==> src/rtl/nv21ra_pkg.sv <==
`timescale 1ns / 1ps
// ----------------------------------------------------------------------------
// nv21ra_pkg
// Shared types, register indexes and reset values of the NV21 rotation
// address generator.
// ----------------------------------------------------------------------------
package nv21ra_pkg;

  localparam int ADDR_W   = 25;
  localparam int COORD_W  = 12;
  localparam int DIM_W    = 13;
  localparam int STRIDE_W = 14;
  localparam int CFG_IDX_W  = 3;
  localparam int CFG_DATA_W = 16;

  localparam int DEF_MAX_WIDTH  = 4096;
  localparam int DEF_MAX_HEIGHT = 4096;
  localparam int DEF_MAX_STRIDE = 8192;

  // Register indexes on the configuration port
  localparam logic [CFG_IDX_W-1:0] CFG_FRAME_WIDTH   = 3'd0;
  localparam logic [CFG_IDX_W-1:0] CFG_FRAME_HEIGHT  = 3'd1;
  localparam logic [CFG_IDX_W-1:0] CFG_LUMA_STRIDE   = 3'd2;
  localparam logic [CFG_IDX_W-1:0] CFG_CHROMA_STRIDE = 3'd3;
  localparam logic [CFG_IDX_W-1:0] CFG_ROTATION_CODE = 3'd4;

  localparam logic [DIM_W-1:0]    RST_FRAME_WIDTH   = 13'd640;
  localparam logic [DIM_W-1:0]    RST_FRAME_HEIGHT  = 13'd480;
  localparam logic [STRIDE_W-1:0] RST_LUMA_STRIDE   = 14'd640;
  localparam logic [STRIDE_W-1:0] RST_CHROMA_STRIDE = 14'd640;

  typedef enum logic [1:0] {
    ROT_0   = 2'd0,
    ROT_90  = 2'd1,
    ROT_180 = 2'd2,
    ROT_270 = 2'd3
  } rot_t;

  typedef struct packed {
    logic [DIM_W-1:0]    frame_width;
    logic [DIM_W-1:0]    frame_height;
    logic [STRIDE_W-1:0] luma_stride;
    logic [STRIDE_W-1:0] chroma_stride;
    rot_t                rotation_code;
  } cfg_t;

  typedef struct packed {
    logic [ADDR_W-1:0] luma_read_addr;
    logic [ADDR_W-1:0] chroma_read_addr;
    logic [ADDR_W-1:0] luma_write_addr;
    logic [ADDR_W-1:0] chroma_write_addr;
    logic              inside_frame;
    logic              last_pixel;
  } result_t;

endpackage

==> src/rtl/nv21ra_addr_calc.sv <==
`timescale 1ns / 1ps
// ----------------------------------------------------------------------------
// nv21ra_addr_calc
// Combinational address math for one source coordinate: clamp the frame
// registers, map the coordinate through the rotation, form read and write
// byte offsets.
// ----------------------------------------------------------------------------
module nv21ra_addr_calc
  import nv21ra_pkg::*;
#(
  parameter int MAX_WIDTH  = DEF_MAX_WIDTH,
  parameter int MAX_HEIGHT = DEF_MAX_HEIGHT,
  parameter int MAX_STRIDE = DEF_MAX_STRIDE
) (
  input  cfg_t               cfg,
  input  logic [COORD_W-1:0] pixel_column,
  input  logic [COORD_W-1:0] pixel_row,
  output result_t            res
);

  localparam logic [DIM_W:0]    MaxW = (DIM_W + 1)'(MAX_WIDTH);
  localparam logic [DIM_W:0]    MaxH = (DIM_W + 1)'(MAX_HEIGHT);
  localparam logic [STRIDE_W:0] MaxS = (STRIDE_W + 1)'(MAX_STRIDE);

  logic [DIM_W:0]    w_sat, h_sat;
  logic [STRIDE_W:0] ys_sat, cs_sat;
  logic [DIM_W-1:0]  w, h, wm1, hm1, i13, j13;
  logic [STRIDE_W-1:0] ys, cs;
  logic in_frame;
  logic [2*DIM_W-1:0] y_prod, c_prod, yw_prod, cw_prod;
  logic [ADDR_W-1:0]  yr, cr, yw_rot, cw_rot;
  logic [DIM_W-1:0]   io, jo, wo;

  // Clamp registers to the supported maxima; the result never exceeds the
  // register value, so the narrow part-select keeps it.
  assign w_sat  = ({1'b0, cfg.frame_width}   > MaxW) ? MaxW : {1'b0, cfg.frame_width};
  assign h_sat  = ({1'b0, cfg.frame_height}  > MaxH) ? MaxH : {1'b0, cfg.frame_height};
  assign ys_sat = ({1'b0, cfg.luma_stride}   > MaxS) ? MaxS : {1'b0, cfg.luma_stride};
  assign cs_sat = ({1'b0, cfg.chroma_stride} > MaxS) ? MaxS : {1'b0, cfg.chroma_stride};
  assign w  = w_sat[DIM_W-1:0];
  assign h  = h_sat[DIM_W-1:0];
  assign ys = ys_sat[STRIDE_W-1:0];
  assign cs = cs_sat[STRIDE_W-1:0];

  assign i13 = {1'b0, pixel_column};
  assign j13 = {1'b0, pixel_row};
  assign wm1 = w - 13'd1;
  assign hm1 = h - 13'd1;
  assign in_frame = (i13 < w) && (j13 < h);

  // Source layout
  assign y_prod = (2*DIM_W)'(pixel_row) * (2*DIM_W)'(ys);
  assign c_prod = (2*DIM_W)'(pixel_row[COORD_W-1:1]) * (2*DIM_W)'(cs);
  assign yr = y_prod[ADDR_W-1:0] + ADDR_W'(pixel_column);
  assign cr = c_prod[ADDR_W-1:0] + ADDR_W'({pixel_column[COORD_W-1:1], 1'b0});

  // Rotated coordinate and packed output pitch
  always_comb begin
    case (cfg.rotation_code)
      ROT_90: begin
        wo = h;
        io = hm1 - j13;
        jo = i13;
      end
      ROT_180: begin
        wo = w;
        io = wm1 - i13;
        jo = hm1 - j13;
      end
      ROT_270: begin
        wo = h;
        io = j13;
        jo = wm1 - i13;
      end
      default: begin
        wo = '0;
        io = '0;
        jo = '0;
      end
    endcase
  end

  assign yw_prod = (2*DIM_W)'(jo) * (2*DIM_W)'(wo);
  assign cw_prod = (2*DIM_W)'(jo[DIM_W-1:1]) * (2*DIM_W)'(wo);
  assign yw_rot = yw_prod[ADDR_W-1:0] + ADDR_W'(io);
  assign cw_rot = cw_prod[ADDR_W-1:0] + ADDR_W'({io[DIM_W-1:1], 1'b0});

  always_comb begin
    res = '0;
    if (in_frame) begin
      res.luma_read_addr   = yr;
      res.chroma_read_addr = cr;
      res.luma_write_addr   = (cfg.rotation_code == ROT_0) ? yr : yw_rot;
      res.chroma_write_addr = (cfg.rotation_code == ROT_0) ? cr : cw_rot;
      res.inside_frame = 1'b1;
      res.last_pixel   = (i13 == wm1) && (j13 == hm1);
    end
  end

endmodule

==> src/rtl/nv21_rotation_address_generator.sv <==
`timescale 1ns / 1ps
// ----------------------------------------------------------------------------
// nv21_rotation_address_generator
// Per-pixel read and rotated write byte offsets for the luma and interleaved
// chroma planes of an NV21 frame.
// ----------------------------------------------------------------------------
//
//  Channel  Direction  Handshake           Transaction
//  -------  ---------  ------------------  ---------------------------------
//  in_      in         in_valid/in_stall   source column and row
//  out_     out        out_valid/out_stall four offsets, inside and last flags
//  cfg_     in         cfg_valid/cfg_ready register index and write data
//
//  One transaction per cycle sustained while out_stall is low; the edge
//  that takes an input loads the input register, and its result shows on
//  the port once the result register loads it, which out_stall can delay.
//  The four multipliers (12x14, 11x14, 13x13 and 12x13 bits) and their
//  adders sit between the two registers; that path sets the clock.
//  cfg_ready is always high; write registers only while the block is idle.
//  Synchronous reset clears the valid bits and loads register defaults.
//  out_stall holds a full result register and, once the input register
//  is also full, raises in_stall in the same cycle.
// ----------------------------------------------------------------------------
module nv21_rotation_address_generator
  import nv21ra_pkg::*;
#(
  parameter int MAX_WIDTH  = DEF_MAX_WIDTH,
  parameter int MAX_HEIGHT = DEF_MAX_HEIGHT,
  parameter int MAX_STRIDE = DEF_MAX_STRIDE
) (
  input  logic                  clk,
  input  logic                  rst_n,

  input  logic                  in_valid,
  output logic                  in_stall,
  input  logic [COORD_W-1:0]    in_pixel_column,
  input  logic [COORD_W-1:0]    in_pixel_row,

  output logic                  out_valid,
  input  logic                  out_stall,
  output logic [ADDR_W-1:0]     out_luma_read_addr,
  output logic [ADDR_W-1:0]     out_chroma_read_addr,
  output logic [ADDR_W-1:0]     out_luma_write_addr,
  output logic [ADDR_W-1:0]     out_chroma_write_addr,
  output logic                  out_inside_frame,
  output logic                  out_last_pixel,

  input  logic                  cfg_valid,
  output logic                  cfg_ready,
  input  logic [CFG_IDX_W-1:0]  cfg_index,
  input  logic [CFG_DATA_W-1:0] cfg_wdata
);

  cfg_t    cfg_r;
  logic    s1_valid_r, s1_valid_nxt;
  logic [COORD_W-1:0] col_r, row_r;
  logic    out_valid_r, out_valid_nxt;
  result_t res_r;
  result_t res_calc;
  logic    advance, in_take;

  // Configuration registers; unknown indexes are dropped
  assign cfg_ready = 1'b1;

  always_ff @(posedge clk) begin
    if (!rst_n) begin
      cfg_r.frame_width   <= RST_FRAME_WIDTH;
      cfg_r.frame_height  <= RST_FRAME_HEIGHT;
      cfg_r.luma_stride   <= RST_LUMA_STRIDE;
      cfg_r.chroma_stride <= RST_CHROMA_STRIDE;
      cfg_r.rotation_code <= ROT_0;
    end else if (cfg_valid && cfg_ready) begin
      case (cfg_index)
        CFG_FRAME_WIDTH:   cfg_r.frame_width   <= cfg_wdata[DIM_W-1:0];
        CFG_FRAME_HEIGHT:  cfg_r.frame_height  <= cfg_wdata[DIM_W-1:0];
        CFG_LUMA_STRIDE:   cfg_r.luma_stride   <= cfg_wdata[STRIDE_W-1:0];
        CFG_CHROMA_STRIDE: cfg_r.chroma_stride <= cfg_wdata[STRIDE_W-1:0];
        CFG_ROTATION_CODE: cfg_r.rotation_code <= rot_t'(cfg_wdata[1:0]);
        default: ;
      endcase
    end
  end

  // Pipeline control: the result register advances when empty or taken;
  // the input register refills whenever it is not held behind a stall.
  assign advance  = !out_valid_r || !out_stall;
  assign in_stall = s1_valid_r && !advance;
  assign in_take  = in_valid && !in_stall;

  assign s1_valid_nxt  = in_stall ? s1_valid_r : in_valid;
  assign out_valid_nxt = advance ? s1_valid_r : out_valid_r;

  always_ff @(posedge clk) begin
    if (!rst_n) begin
      s1_valid_r  <= 1'b0;
      out_valid_r <= 1'b0;
    end else begin
      s1_valid_r  <= s1_valid_nxt;
      out_valid_r <= out_valid_nxt;
    end
  end

  // Capture the coordinate of an accepted transaction
  always_ff @(posedge clk) begin
    if (in_take) begin
      col_r <= in_pixel_column;
      row_r <= in_pixel_row;
    end
  end

  nv21ra_addr_calc #(
    .MAX_WIDTH  (MAX_WIDTH),
    .MAX_HEIGHT (MAX_HEIGHT),
    .MAX_STRIDE (MAX_STRIDE)
  ) u_calc (
    .cfg          (cfg_r),
    .pixel_column (col_r),
    .pixel_row    (row_r),
    .res          (res_calc)
  );

  // Load the result register only with a live item; hold it under stall
  always_ff @(posedge clk) begin
    if (advance && s1_valid_r) begin
      res_r <= res_calc;
    end
  end

  assign out_valid             = out_valid_r;
  assign out_luma_read_addr    = res_r.luma_read_addr;
  assign out_chroma_read_addr  = res_r.chroma_read_addr;
  assign out_luma_write_addr   = res_r.luma_write_addr;
  assign out_chroma_write_addr = res_r.chroma_write_addr;
  assign out_inside_frame      = res_r.inside_frame;
  assign out_last_pixel        = res_r.last_pixel;

endmodule

==> config.mk <==
export PLATFORM = sky130hd
export DESIGN_NAME = nv21_rotation_address_generator
export DESIGN_NICKNAME = d
export VERILOG_FILES = /design/src/rtl/nv21ra_pkg.sv /design/src/rtl/nv21ra_addr_calc.sv /design/src/rtl/nv21_rotation_address_generator.sv
export SDC_FILE = /design/constraint.sdc
export NUM_CORES = 2
export LEC_CHECK = 0
export BUFFER_PORTS_ARGS = -buffer_cell sky130_fd_sc_hd__buf_2
export CAP_MARGIN = 10
export CORE_UTILIZATION = 49
export CTS_CLUSTER_DIAMETER = 30
export CTS_CLUSTER_SIZE = 8
export DETAILED_ROUTE_END_ITERATION = 6
export GPL_TIMING_DRIVEN = 1
export PLACE_DENSITY_LB_ADDON = 0.15
export SLEW_MARGIN = 10
export SYNTH_ARGS = -nofsm -noshare
export SYNTH_HDL_FRONTEND = slang
export SYNTH_SLANG_ARGS = --single-unit
==> constraint.sdc <==
create_clock -name clk -period 9.2 [get_ports clk]
set_clock_uncertainty 0.1 [all_clocks]
set_input_delay 0.46 -clock clk [delete_from_list [all_inputs] [get_ports clk]]
set_output_delay 0.46 -clock clk [all_outputs]
set_load 0.05 [all_outputs]
==> results.cfg <==
[logic_synthesis]
synth_cell_types = 82
ys.flop_type = edfxtp_1
synth-seq-cells = 184
netlist_area_um2 = 31200
synth_edf_count = 126
syn_avg_cell_area_um2 = 8.88
synthCells = 3510
synthArstFlopShare_pct = 0
seq_area_frac_synth_pct = 15.9
ys_warn_count = 0
synthesis.nets = 4377

[detailed_routing]
num_vias = 24900
wl_per_cell_um = 21.6
wl_um = 98300
vias_per_cell = 5.48
drc = 0
drtIter0Drc = 1793
ant_nets = 0
drt_first_pass_iters = 5

[clock_tree]
tritoncts = built
path_clk_slew_ns = 0.08
cts.hold.buffers_added = 0
cts_buffer_depth = 2
cts_made_buffers = 17
cts_htree_levels = 4
clockRootBuffer = clkbuf_16
clk_latency_ns = 0.47
clock-sinks = 184

[critical_path]
crit_top_cell = fa_1
path_max_fanout = 4
slowest_delay_ns = 0.57
worstPathRequired_ns = 9.34
end_kind = flop
crit_arrival_ns = 9.07
critPathKind = flop to flop
critPathLaunchType = flop
reg2reg_depth = 32
cp_slowest_cell = fa_1

[timing]
fin_crit_sh_pct = 97.1
fmax_ghz = 0.112
drv_slew = 0
maxSlewHeadroom_pct = 13.7
holdWs_ns = 0.0706
rsz0062_at_grt = true
final-hold-violation-count = 0
worst_pin_slew_ns = 1.29
setup_violations = 0
fin_crit_ns = 8.93

[grt]
grt_max_degree = 82
grt_pass1_vias = 25000
antenna_found_initial = 2
grt_pass1_wl_um = 150000
gr-total-overflow = 0
track_usage_pct = 31.5

[finish]
area_growth_pct = 10.2
final_nets = 4559
drive_gt1_share_pct = 10.7
instances_no_fill = 4552

[pwr]
switching_share_pct = 44.5
ir_worst_vdd_mv = 0.154
total_power_mw = 3.25
powerDensity_nw_per_um2 = 94.6
p_sw_mw = 1.45
p_leak_nw = 17.0
pwr-share-comb_pct = 48.4
power_frac_clock_pct = 22.1
pwr-share-seq_pct = 29.5
p_int_mw = 1.80

[run]
drv_cap = 0

[place]
gp_congestion = 0.999
portBuffers = 149
place_inst = 4514
dp_hpwl_um = 80800

[floorplan]
die_h_um = 254
dieArea_um2 = 64600
num_rows = 92
start_util_pct = 49.5
dieWidth_um = 254
boundaryPins = 153
core_um2 = 63000

[status]
outcome = complete, no violations

[hold_path]
hold_depth = 1
hp-class = primary input to flop
[stage by stage]
step / setup WS, ns / setup TNS (ns) / instance area (um2) / util, %
after floorplan: 0.243 / 0 / 31200 / -
after CTS: 0.00305 / 0 / 34200 / 54.3
after detailed placement: -0.0441 / -0.0441 / 33600 / 53.4
after global placement: 0.121 / 0 / 33600 / 53.4
final: 0.266 / 0 / 34400 / 54.6
after global routing: -0.0670 / -0.119 / 34400 / 54.6
[registers in the layout, indices dropped and copies added, names as in the netlist]
name and cells:
cfg_r 56, col_r 12, out_chroma_read_addr 25, out_chroma_write_addr 25, out_inside_frame 1, out_last_pixel 1, out_luma_read_addr 25, out_luma_write_addr 25
out_valid 1, row_r 12, s1_valid_r 1
[cells in the final DEF (no fill, tap or decap), types with 55 or more instances in the layout]
cell / Yosys / layout
inv_1: 653 / 653
nand2_1: 518 / 515
fa_1: 486 / 486
ha_1: 333 / 332
nor2_1: 254 / 252
buf_2: 5 / 149
buf_4: 2 / 145
edfxtp_1: 126 / 126
and2_1: 124 / 124
a21oi_1: 121 / 117
xnor2_1: 68 / 67
o21ai_0: 68 / 64
dfxtp_1: 58 / 55
[worst paths after layout]
check	from	to	slack (ns)
max	cfg_r[31]	out_luma_write_addr[23]	0.27
max reg2reg	cfg_r[31]	out_luma_write_addr[23]	0.27
min reg2reg	cfg_r[26]	cfg_r[26]	0.38
min	in_pixel_column[9]	col_r[9]	0.07
[kinds of logic (layout without fill, tap and decap cells)]
group / after synthesis / after routing / synth area share (%)
other: 1 / 2 / 0.0120
adder cells (fa/ha/maj): 819 / 819 / 44.6
flip-flops: 184 / 184 / 15.9
multiplexers: 18 / 18 / 0.602
AO/OA/AOI/OAI: 483 / 483 / 10.4
XOR/XNOR: 110 / 110 / 3.09
buffers and inverters: 790 / 985 / 9.56
AND/OR/NAND/NOR: 1105 / 1105 / 15.9
[critical path, delay by kind of cell (launching register included)]
| kind | cells | cell delay (ns) |
|---|---|---|
| AO/OA/AOI/OAI | 10 | 2.19 |
| AND/OR/NAND/NOR | 7 | 1.64 |
| flip-flops | 1 | 0.33 |
| buffers and inverters | 6 | 0.45 |
| adder cells (fa/ha/maj) | 9 | 3.98 |
[repair_timing]
action                     in CTS  in global routing
setup endpoints to repair       1                 12
pin swaps                       0                  9
gates resized for setup         1                 38
hold endpoints to repair        0                  0
setup buffers                   0                  5
[synth_stat cells (all sizes together) (7+ instances only)]
master,number,area (um2)
o22ai,10,62.6
o21bai,16,120
a22o,9,78.8
o21a,37,278
ha,333,4170
a21oi,122,614
nor4,7,43.8
nand2,518,1940
a31oi,8,50.1
mux2i,12,120
a211oi,20,155
xnor2,68,596
nand3,40,200
o31ai,9,72.6
xor2,42,368
clkbuf,117,439
nor2,254,953
inv,653,2450
a21boi,53,398
nand4,11,68.8
a211o,7,61.3
a21o,43,323
dfxtp,58,1160
o211ai,12,90.1
or3,10,62.6
buf,18,81.3
a22oi,16,120
nand2b,14,87.6
and3,16,100
o21ai,76,388
a31o,8,70.1
nor2b,48,300
nor3,32,176
or2,7,43.8
edfxtp,126,3780
and2,124,776
fa,486,9730
a2111oi,8,71.3
[final cells by class]
cell class / count / area [um2]
Fill cell: 5878 / 28600
Multi-Input combinational cell: 2536 / 23400
Sequential cell: 184 / 4950
Inverter: 655 / 2460
Timing Repair Buffer: 298 / 1910
Tap cell: 846 / 1060
Clock buffer: 17 / 425
Clock inverter: 15 / 133
Antenna cell: 1 / 2.50
[power groups by stage]
| stage | Combinational, mW | Clock [mW] | Sequential (mW) |
|---|---|---|---|
| 2_1_floorplan | 0.910 | 0 | 1.08 |
| 3_3_place_gp | 1.53 | 0 | 0.978 |
| 3_5_place_dp | 1.54 | 0 | 0.977 |
| 4_1_cts | 1.55 | 0.723 | 0.959 |
| 5_1_grt | 1.72 | 0.753 | 0.964 |
| 6_report | 1.57 | 0.718 | 0.960 |
[layer usage]
layer | part of all wire [%] | up-vias | GRT usage [%] | wire, um
li1 | - | 11500 | - | -
met1 | 45 | 12300 | 45.5 | 44400
met2 | 43 | 1044 | 47.4 | 41900
met3 | 9.2 | 118 | 6.60 | 9040
met4 | 3.0 | 0 | 9.31 | 2920
met5 | 0 | - | 0 | 0
Note: power is estimated with default switching activity, not from simulation.
